==> src/rtl/core/tla_pkg.sv <==
`timescale 1ns / 1ps
// ----------------------------------------------------------------------------
// Text line assembler package
// Shared byte codes, result kinds and the structs between the front part,
// the command queue and the readout engine.
// ----------------------------------------------------------------------------
package tla_pkg;

    // Received byte codes with a meaning of their own.
    localparam logic [7:0] BYTE_CR  = 8'h0D;
    localparam logic [7:0] BYTE_LF  = 8'h0A;
    localparam logic [7:0] PRINT_LO = 8'h20;
    localparam logic [7:0] PRINT_HI = 8'h7E;

    // Result kinds.
    localparam logic KIND_CHAR = 1'b0;
    localparam logic KIND_ERR  = 1'b1;

    // Widths sized for the largest supported line store (256 characters).
    localparam int LEN_W = 9;
    localparam int IDX_W = 8;

    // Reset value of the line limit register.
    localparam logic [6:0] LIMIT_RESET = 7'd64;

    // One queued job for the readout engine.
    typedef struct packed {
        logic             is_err;
        logic             bank;
        logic [LEN_W-1:0] len;
    } t_cmd;

    // Character write into the line store.
    typedef struct packed {
        logic             en;
        logic             bank;
        logic [IDX_W-1:0] idx;
        logic [7:0]       data;
    } t_mem_wr;

    // Readout engine releases a bank once its line is fully delivered.
    typedef struct packed {
        logic valid;
        logic bank;
    } t_bank_free;

    typedef enum logic [1:0] {
        B_IDLE,
        B_READ,
        B_LOAD,
        B_WAIT
    } t_back_state;

endpackage

==> src/rtl/core/tla_front.sv <==
`timescale 1ns / 1ps
// ----------------------------------------------------------------------------
// Text line assembler front end
// Accepts received bytes, classifies them, writes characters into the
// current store bank and queues line and error jobs.
// ----------------------------------------------------------------------------
module tla_front #(
    parameter int LINE_MAX = 64
) (
    input  logic                i_clk,
    input  logic                i_rst_n,
    input  logic                i_rx_valid,
    output logic                o_rx_stall,
    input  logic [7:0]          i_rx_byte,
    input  logic [6:0]          i_line_limit,
    input  logic                i_q_full,
    output logic                o_q_push,
    output tla_pkg::t_cmd       o_q_cmd,
    output tla_pkg::t_mem_wr    o_mem_wr,
    input  tla_pkg::t_bank_free i_bank_free
);

    localparam int CNT_W = $clog2(LINE_MAX + 1);
    localparam int LIM_W = (CNT_W > 7) ? CNT_W : 7;
    localparam logic [LIM_W-1:0] MAX_LIM = LIM_W'(LINE_MAX);

    logic [CNT_W-1:0] r_fill, n_fill;
    logic             r_wbank, n_wbank;
    logic [1:0]       r_busy, n_busy;

    logic             accept;
    logic             is_cr;
    logic             is_lf;
    logic             printable;
    logic             is_err;
    logic [LIM_W-1:0] limit_ext;
    logic [LIM_W-1:0] active_lim;
    logic [LIM_W-1:0] fill_ext;

    assign o_rx_stall = i_q_full | r_busy[r_wbank];
    assign accept     = i_rx_valid & ~o_rx_stall;

    assign is_cr      = (i_rx_byte == tla_pkg::BYTE_CR);
    assign is_lf      = (i_rx_byte == tla_pkg::BYTE_LF);
    assign printable  = (i_rx_byte >= tla_pkg::PRINT_LO) && (i_rx_byte <= tla_pkg::PRINT_HI);
    assign limit_ext  = LIM_W'(i_line_limit);
    assign active_lim = (limit_ext < MAX_LIM) ? limit_ext : MAX_LIM;
    assign fill_ext   = LIM_W'(r_fill);
    assign is_err     = ~is_cr & ~is_lf & (~printable | (fill_ext >= active_lim));

    always_comb begin
        n_fill          = r_fill;
        n_wbank         = r_wbank;
        n_busy          = r_busy;
        o_q_push        = 1'b0;
        o_q_cmd.is_err  = 1'b0;
        o_q_cmd.bank    = r_wbank;
        o_q_cmd.len     = tla_pkg::LEN_W'(r_fill);
        o_mem_wr.en     = 1'b0;
        o_mem_wr.bank   = r_wbank;
        o_mem_wr.idx    = tla_pkg::IDX_W'(r_fill);
        o_mem_wr.data   = i_rx_byte;

        if (i_bank_free.valid) begin
            n_busy[i_bank_free.bank] = 1'b0;
        end

        if (accept && !is_cr) begin
            if (is_lf) begin
                n_fill = '0;
                // An empty line is dropped without a job.
                if (r_fill != '0) begin
                    o_q_push         = 1'b1;
                    n_busy[r_wbank]  = 1'b1;
                    n_wbank          = ~r_wbank;
                end
            end else if (is_err) begin
                n_fill          = '0;
                o_q_push        = 1'b1;
                o_q_cmd.is_err  = 1'b1;
            end else begin
                o_mem_wr.en = 1'b1;
                n_fill      = r_fill + CNT_W'(1);
            end
        end
    end

    always_ff @(posedge i_clk) begin
        if (!i_rst_n) begin
            r_fill  <= '0;
            r_wbank <= 1'b0;
            r_busy  <= '0;
        end else begin
            r_fill  <= n_fill;
            r_wbank <= n_wbank;
            r_busy  <= n_busy;
        end
    end

endmodule

==> src/rtl/core/tla_cmd_fifo.sv <==
`timescale 1ns / 1ps
// ----------------------------------------------------------------------------
// Text line assembler job queue
// Two-entry queue of jobs between the front end and the readout engine.
// ----------------------------------------------------------------------------
module tla_cmd_fifo (
    input  logic          i_clk,
    input  logic          i_rst_n,
    input  logic          i_push,
    input  tla_pkg::t_cmd i_cmd,
    output logic          o_full,
    input  logic          i_pop,
    output logic          o_valid,
    output tla_pkg::t_cmd o_cmd
);

    tla_pkg::t_cmd r_slot [2];
    logic          r_wp, r_rp;
    logic [1:0]    r_cnt, n_cnt;

    assign o_full  = (r_cnt == 2'd2);
    assign o_valid = (r_cnt != 2'd0);
    assign o_cmd   = r_slot[r_rp];

    always_comb begin
        n_cnt = r_cnt;
        if (i_push && !i_pop) begin
            n_cnt = r_cnt + 2'd1;
        end else if (i_pop && !i_push) begin
            n_cnt = r_cnt - 2'd1;
        end
    end

    always_ff @(posedge i_clk) begin
        if (i_push) begin
            r_slot[r_wp] <= i_cmd;
        end
    end

    always_ff @(posedge i_clk) begin
        if (!i_rst_n) begin
            r_wp  <= 1'b0;
            r_rp  <= 1'b0;
            r_cnt <= 2'd0;
        end else begin
            r_cnt <= n_cnt;
            if (i_push) begin
                r_wp <= ~r_wp;
            end
            if (i_pop) begin
                r_rp <= ~r_rp;
            end
        end
    end

endmodule

==> src/rtl/core/tla_back.sv <==
`timescale 1ns / 1ps
// ----------------------------------------------------------------------------
// Text line assembler readout engine
// Holds the two-bank line store and plays queued jobs out as result beats
// through a registered output stage.
// ----------------------------------------------------------------------------
module tla_back #(
    parameter int LINE_MAX = 64
) (
    input  logic                i_clk,
    input  logic                i_rst_n,
    input  tla_pkg::t_mem_wr    i_mem_wr,
    input  logic                i_q_valid,
    input  tla_pkg::t_cmd       i_q_cmd,
    output logic                o_q_pop,
    output tla_pkg::t_bank_free o_bank_free,
    output logic                o_res_valid,
    input  logic                i_res_stall,
    output logic                o_result_kind,
    output logic [7:0]          o_line_char,
    output logic                o_last_of_run
);

    localparam int IDX_W  = (LINE_MAX > 1) ? $clog2(LINE_MAX) : 1;
    localparam int ADDR_W = IDX_W + 1;
    localparam int DEPTH  = 1 << ADDR_W;

    logic [7:0] r_mem [DEPTH];
    logic [7:0] r_rd_data;

    tla_pkg::t_back_state r_state, n_state;

    logic                      r_bank;
    logic [tla_pkg::LEN_W-1:0] r_len;
    logic [tla_pkg::LEN_W-1:0] r_idx;
    logic                      r_valid;
    logic                      r_kind;
    logic [7:0]                r_char;
    logic                      r_last;

    logic out_take;
    logic do_pop;
    logic load_err;
    logic load_char;
    logic advance;

    assign out_take = r_valid & ~i_res_stall;

    // Line store: one write port from the front end, one registered read port.
    always_ff @(posedge i_clk) begin
        if (i_mem_wr.en) begin
            r_mem[{i_mem_wr.bank, i_mem_wr.idx[IDX_W-1:0]}] <= i_mem_wr.data;
        end
        r_rd_data <= r_mem[{r_bank, r_idx[IDX_W-1:0]}];
    end

    always_comb begin
        n_state = r_state;
        unique case (r_state)
            tla_pkg::B_IDLE: begin
                if (i_q_valid) begin
                    n_state = i_q_cmd.is_err ? tla_pkg::B_WAIT : tla_pkg::B_READ;
                end
            end
            tla_pkg::B_READ: n_state = tla_pkg::B_LOAD;
            tla_pkg::B_LOAD: n_state = tla_pkg::B_WAIT;
            tla_pkg::B_WAIT: begin
                if (out_take) begin
                    n_state = r_last ? tla_pkg::B_IDLE : tla_pkg::B_READ;
                end
            end
            default: n_state = tla_pkg::B_IDLE;
        endcase
    end

    always_comb begin
        do_pop            = 1'b0;
        load_err          = 1'b0;
        load_char         = 1'b0;
        advance           = 1'b0;
        o_bank_free.valid = 1'b0;
        o_bank_free.bank  = r_bank;
        unique case (r_state)
            tla_pkg::B_IDLE: begin
                do_pop   = i_q_valid;
                load_err = i_q_valid & i_q_cmd.is_err;
            end
            tla_pkg::B_READ: ;
            tla_pkg::B_LOAD: load_char = 1'b1;
            tla_pkg::B_WAIT: begin
                advance           = out_take & ~r_last;
                o_bank_free.valid = out_take & r_last & (r_kind == tla_pkg::KIND_CHAR);
            end
            default: ;
        endcase
    end

    assign o_q_pop = do_pop;

    always_ff @(posedge i_clk) begin
        if (do_pop && !i_q_cmd.is_err) begin
            r_bank <= i_q_cmd.bank;
            r_len  <= i_q_cmd.len;
        end
        if (do_pop) begin
            r_idx <= '0;
        end else if (advance) begin
            r_idx <= r_idx + tla_pkg::LEN_W'(1);
        end
        if (load_err) begin
            r_kind <= tla_pkg::KIND_ERR;
            r_char <= 8'd0;
            r_last <= 1'b1;
        end else if (load_char) begin
            r_kind <= tla_pkg::KIND_CHAR;
            r_char <= r_rd_data;
            r_last <= ((r_idx + tla_pkg::LEN_W'(1)) == r_len);
        end
    end

    always_ff @(posedge i_clk) begin
        if (!i_rst_n) begin
            r_state <= tla_pkg::B_IDLE;
            r_valid <= 1'b0;
        end else begin
            r_state <= n_state;
            if (load_err || load_char) begin
                r_valid <= 1'b1;
            end else if (out_take) begin
                r_valid <= 1'b0;
            end
        end
    end

    assign o_res_valid   = r_valid;
    assign o_result_kind = r_kind;
    assign o_line_char   = r_char;
    assign o_last_of_run = r_last;

endmodule

==> src/rtl/core/text_line_assembler.sv <==
`timescale 1ns / 1ps
// ----------------------------------------------------------------------------
// Text line assembler
// Gathers received bytes into text lines and plays each finished line out
// as a run of character beats, or one error beat for a bad or long line.
// ----------------------------------------------------------------------------
// Usage:
//   Input channel (i_rx_valid / o_rx_stall / i_rx_byte): one received byte per
//   beat. A carriage return is ignored, a line feed closes the line, any other
//   printable byte is stored. A non-printable byte, or a character that
//   arrives when the line already holds the limit, drops the line and yields
//   one error beat. Bytes are taken one per cycle while the job queue has room
//   and the store bank being filled is not still being read out.
//   Output channel (o_res_valid / i_res_stall): each beat carries result_kind,
//   line_char and last_of_run, held in an output register while stalled.
//   Order: an error job goes through the job queue, then the output register;
//   a line job goes through the queue, the store read and load steps, then
//   the output register. The readout engine takes each character through a
//   store read, a load and a hand-off, and reads the next one once the previous
//   is taken. The store has two banks, so the next line fills while one drains.
//   Configuration: i_cfg_wr_en writes i_cfg_wr_data into the line limit; the
//   limit in force is the smaller of it and LINE_MAX.
//   Reset clears the line, the queue and the output; the limit returns to 64.
// ----------------------------------------------------------------------------
module text_line_assembler #(
    parameter int LINE_MAX = 64
) (
    input  logic       i_clk,
    input  logic       i_rst_n,
    input  logic       i_cfg_wr_en,
    input  logic [6:0] i_cfg_wr_data,
    input  logic       i_rx_valid,
    output logic       o_rx_stall,
    input  logic [7:0] i_rx_byte,
    output logic       o_res_valid,
    input  logic       i_res_stall,
    output logic       o_result_kind,
    output logic [7:0] o_line_char,
    output logic       o_last_of_run
);

    // Configured line limit.
    logic [6:0] r_line_limit;

    // Front end to queue.
    logic          q_push;
    logic          q_full;
    tla_pkg::t_cmd q_in_cmd;

    // Queue to readout engine.
    logic          q_pop;
    logic          q_valid;
    tla_pkg::t_cmd q_out_cmd;

    // Store writes and bank release between the two halves.
    tla_pkg::t_mem_wr    mem_wr;
    tla_pkg::t_bank_free bank_free;

    always_ff @(posedge i_clk) begin
        if (!i_rst_n) begin
            r_line_limit <= tla_pkg::LIMIT_RESET;
        end else if (i_cfg_wr_en) begin
            r_line_limit <= i_cfg_wr_data;
        end
    end

    tla_front #(
        .LINE_MAX (LINE_MAX)
    ) u_front (
        .i_clk        (i_clk),
        .i_rst_n      (i_rst_n),
        .i_rx_valid   (i_rx_valid),
        .o_rx_stall   (o_rx_stall),
        .i_rx_byte    (i_rx_byte),
        .i_line_limit (r_line_limit),
        .i_q_full     (q_full),
        .o_q_push     (q_push),
        .o_q_cmd      (q_in_cmd),
        .o_mem_wr     (mem_wr),
        .i_bank_free  (bank_free)
    );

    tla_cmd_fifo u_fifo (
        .i_clk   (i_clk),
        .i_rst_n (i_rst_n),
        .i_push  (q_push),
        .i_cmd   (q_in_cmd),
        .o_full  (q_full),
        .i_pop   (q_pop),
        .o_valid (q_valid),
        .o_cmd   (q_out_cmd)
    );

    tla_back #(
        .LINE_MAX (LINE_MAX)
    ) u_back (
        .i_clk         (i_clk),
        .i_rst_n       (i_rst_n),
        .i_mem_wr      (mem_wr),
        .i_q_valid     (q_valid),
        .i_q_cmd       (q_out_cmd),
        .o_q_pop       (q_pop),
        .o_bank_free   (bank_free),
        .o_res_valid   (o_res_valid),
        .i_res_stall   (i_res_stall),
        .o_result_kind (o_result_kind),
        .o_line_char   (o_line_char),
        .o_last_of_run (o_last_of_run)
    );

endmodule
==> config.mk <==
export PLATFORM = sky130hd
export DESIGN_NAME = text_line_assembler
export DESIGN_NICKNAME = d
export VERILOG_FILES = /design/src/rtl/core/tla_pkg.sv /design/src/rtl/core/tla_front.sv /design/src/rtl/core/tla_cmd_fifo.sv /design/src/rtl/core/tla_back.sv /design/src/rtl/core/text_line_assembler.sv
export SDC_FILE = /design/constraint.sdc
export NUM_CORES = 1
export LEC_CHECK = 0
export ABC_AREA = 1
export ABC_CLOCK_PERIOD_IN_PS = 2600
export BUFFER_PORTS_ARGS = -buffer_cell sky130_fd_sc_hd__buf_2
export CAP_MARGIN = 10
export CORE_ASPECT_RATIO = 1.25
export CORE_UTILIZATION = 59
export CTS_BUF_LIST = sky130_fd_sc_hd__clkbuf_8
export DETAILED_ROUTE_END_ITERATION = 7
export PLACE_DENSITY = 0.83
export SKIP_CTS_REPAIR_TIMING = 1
export SLEW_MARGIN = 5
export SYNTH_ARGS = -nofsm -noshare
export SYNTH_HDL_FRONTEND = slang
export SYNTH_HIERARCHICAL = 1
export SYNTH_SLANG_ARGS = --single-unit
==> constraint.sdc <==
create_clock -name i_clk -period 2.6 [get_ports i_clk]
set_input_delay 0.65 -clock i_clk [delete_from_list [all_inputs] [get_ports i_clk]]
set_output_delay 0.65 -clock i_clk [all_outputs]
set_load 0.05 [all_outputs]
==> run metrics <==
die height=318 um; headroom to the max-slew limit=0.288; drt drc=25; first-pass GRT wire length=187000 um; final wirelength=127000 um; placed insts=5481; Mapped Cells=4367; Filler Cells Inserted=5282; clock edge transition at the registers on the reported setup and hold paths=70 ps; synth-to-layout area growth=12.8%; final hold vios=0; Port Buf Inserts=31; CTS tree=built; gr usage total=0.311; number of max-cap violations=0; synth warn=6; CTS buffer count=154; WS Path Type=reg -> reg; Clock Sink Count=1108; Lkg Pwr=0.0206 uW; vias in the first global route=33400; crit-path max FO=11; combinational share of power=0.123; Multi-input gate area=11900 sq um; max frequency=372 MHz; Tcrit/Tclk final=1.03; Starting DRT DRC Count=5636; largest net degree at the start of global routing=129; Tmin final=2690 ps; grt total ovfl=0; Final WS setup=-90.3 ps; HPWL Detailed=74800 um; design area=53000 sq um; cell area after synthesis=47000 sq um; CTS H-tree lvls=4; Avg Cell Area, Syn=10.8 sq um; endpoint type of the worst setup path=flop; kind of start point of the critical path=flop; Post-Route Utilization=0.673; storage element area=32800 sq um; placed cell area=49700 sq um; core box area=78900 sq um; CTS root buffer=clkbuf_8; Total Die Area=80800 sq um; Clock Latency Late Sink=830 ps; status=finished, violations left; wire per inst=22.0 um; P per Cell Area=716 nW/um^2; Rows=115; register share of total power=0.527; Clk pwr share=0.349; I/O pins=32; worst path arrival time=3230 ps; nets@finish=4626; failing checks=DRC, setup timing; max-slew violation total from the final report=0; CTS Buffer Depth=3; Finish-stage setup viols=42; RD Place Congestion=0.940; Pint=28100 uW; DRT antenna net count=0; Final Non-Filler Cells=5760; vias=34300; first drt pass iteration count=8; switching power=9920 uW; Required @ worst endpoint=3140 ps; worst vdd ir=0.717 mV; initial antenna violation count=2; hold crit path type=in -> reg; initial core utilization=0.596; sw frac=0.261; FF-to-FF setup slack=-90 ps; Via density=5.95; worst-margin pin slew=1060 ps; Clock Skew=38.8 ps; ratio of cells with drive above 1 in the final layout=0.129; Die W=254 um
## worst max-delay path, stage by stage (launching register included)
cell     delay [ps]
dfxtp_1         380
buf_4           240
inv_1           110
nor3_1          850
inv_1           420
nor2_1          210
buf_4           190
## cells in the final DEF (no fill, tap or decap), drive strengths merged
cell type	n
clkinv	59
or2	2
o22ai	1
xor2	9
nand3b	1
nor3	14
inv	299
edfxtp	1056
a31oi	1
o211ai	1
bufinv	11
nor4	1
dfxtp	52
mux2	11
nor2	519
nand4	7
xnor2	2
diode	3
nand2	1337
clkbuf	169
o21ai	115
buf	316
clkinvlp	8
ha	14
nand3	662
a21oi	35
conb	2
## cell type report
cell class | count | area share
clock inverters | 106 | 0.0143
diodes | 3 | 0.000142
clock buffers | 162 | 0.0420
flip-flops and latches | 1108 | 0.618
multi-input cells | 2734 | 0.224
inverters | 271 | 0.0197
well taps | 1053 | 0.0248
repair buffers | 323 | 0.0570
## path summary, 6_finish.rpt
path                                                        from                             to  cells past startpoint
worst min-delay path                            i_cfg_wr_data[6]   r_line_limit[6]$_SDFFE_PN1P_                      3
worst max-delay path            u_front/fill_ext[2]$_SDFFE_PN0P_  u_back/r_mem[87][6]$_DFFE_PP_                      6
worst min register to register      u_front/r_busy[1]$_SDFF_PN0_   u_front/r_busy[1]$_SDFF_PN0_                      2
worst max register to register  u_front/fill_ext[2]$_SDFFE_PN0P_  u_back/r_mem[87][6]$_DFFE_PP_                      6
## registers in the layout, indices dropped and copies added, names as in the netlist, 2 cells and up, named ones only
signal,flops
u_back/r_len,9
u_front/fill_ext,7
u_front/r_busy,2
u_back/r_idx,9
u_back/r_state,2
u_fifo/r_slot,22
r_line_limit,7
u_back/r_mem,1024
u_back/o_line_char,8
u_back/r_rd_data,8
u_fifo/r_cnt,2
## through the flow
step | power [uW] | hold WS [ps] | setup WS [ps] | TNS [ps]
3_5_place_dp | 24800 | 458 | -90.2 | -14880
3_3_place_gp | 24700 | 455 | -39.4 | -3840
4_1_cts | 37800 | 25.8 | -125 | -33480
2_1_floorplan | 23300 | 442 | -167 | -81330
6_report | 38000 | 69.7 | -90.3 | -1740
5_1_grt | 39100 | 58.9 | -68.5 | -1650
## routing by layer
metal  vias up  GRT usage  share of wire
met2      2779      0.502           0.47
met4         4      0.210          0.072
li1      15100          -              -
met3       624     0.0616           0.12
met5         -          0        0.00023
met1     15800      0.377           0.33
## power by group through the flow
stage	clock (uW)	sequential, uW	combinational (uW)
global placement	0	20400	4320
global route	14100	20000	4970
CTS	13400	20000	4460
finish	13300	20000	4690
floorplan	0	20600	2720
detailed placement	0	20400	4410
No activity file was read; power rests on OpenSTA's default activity.
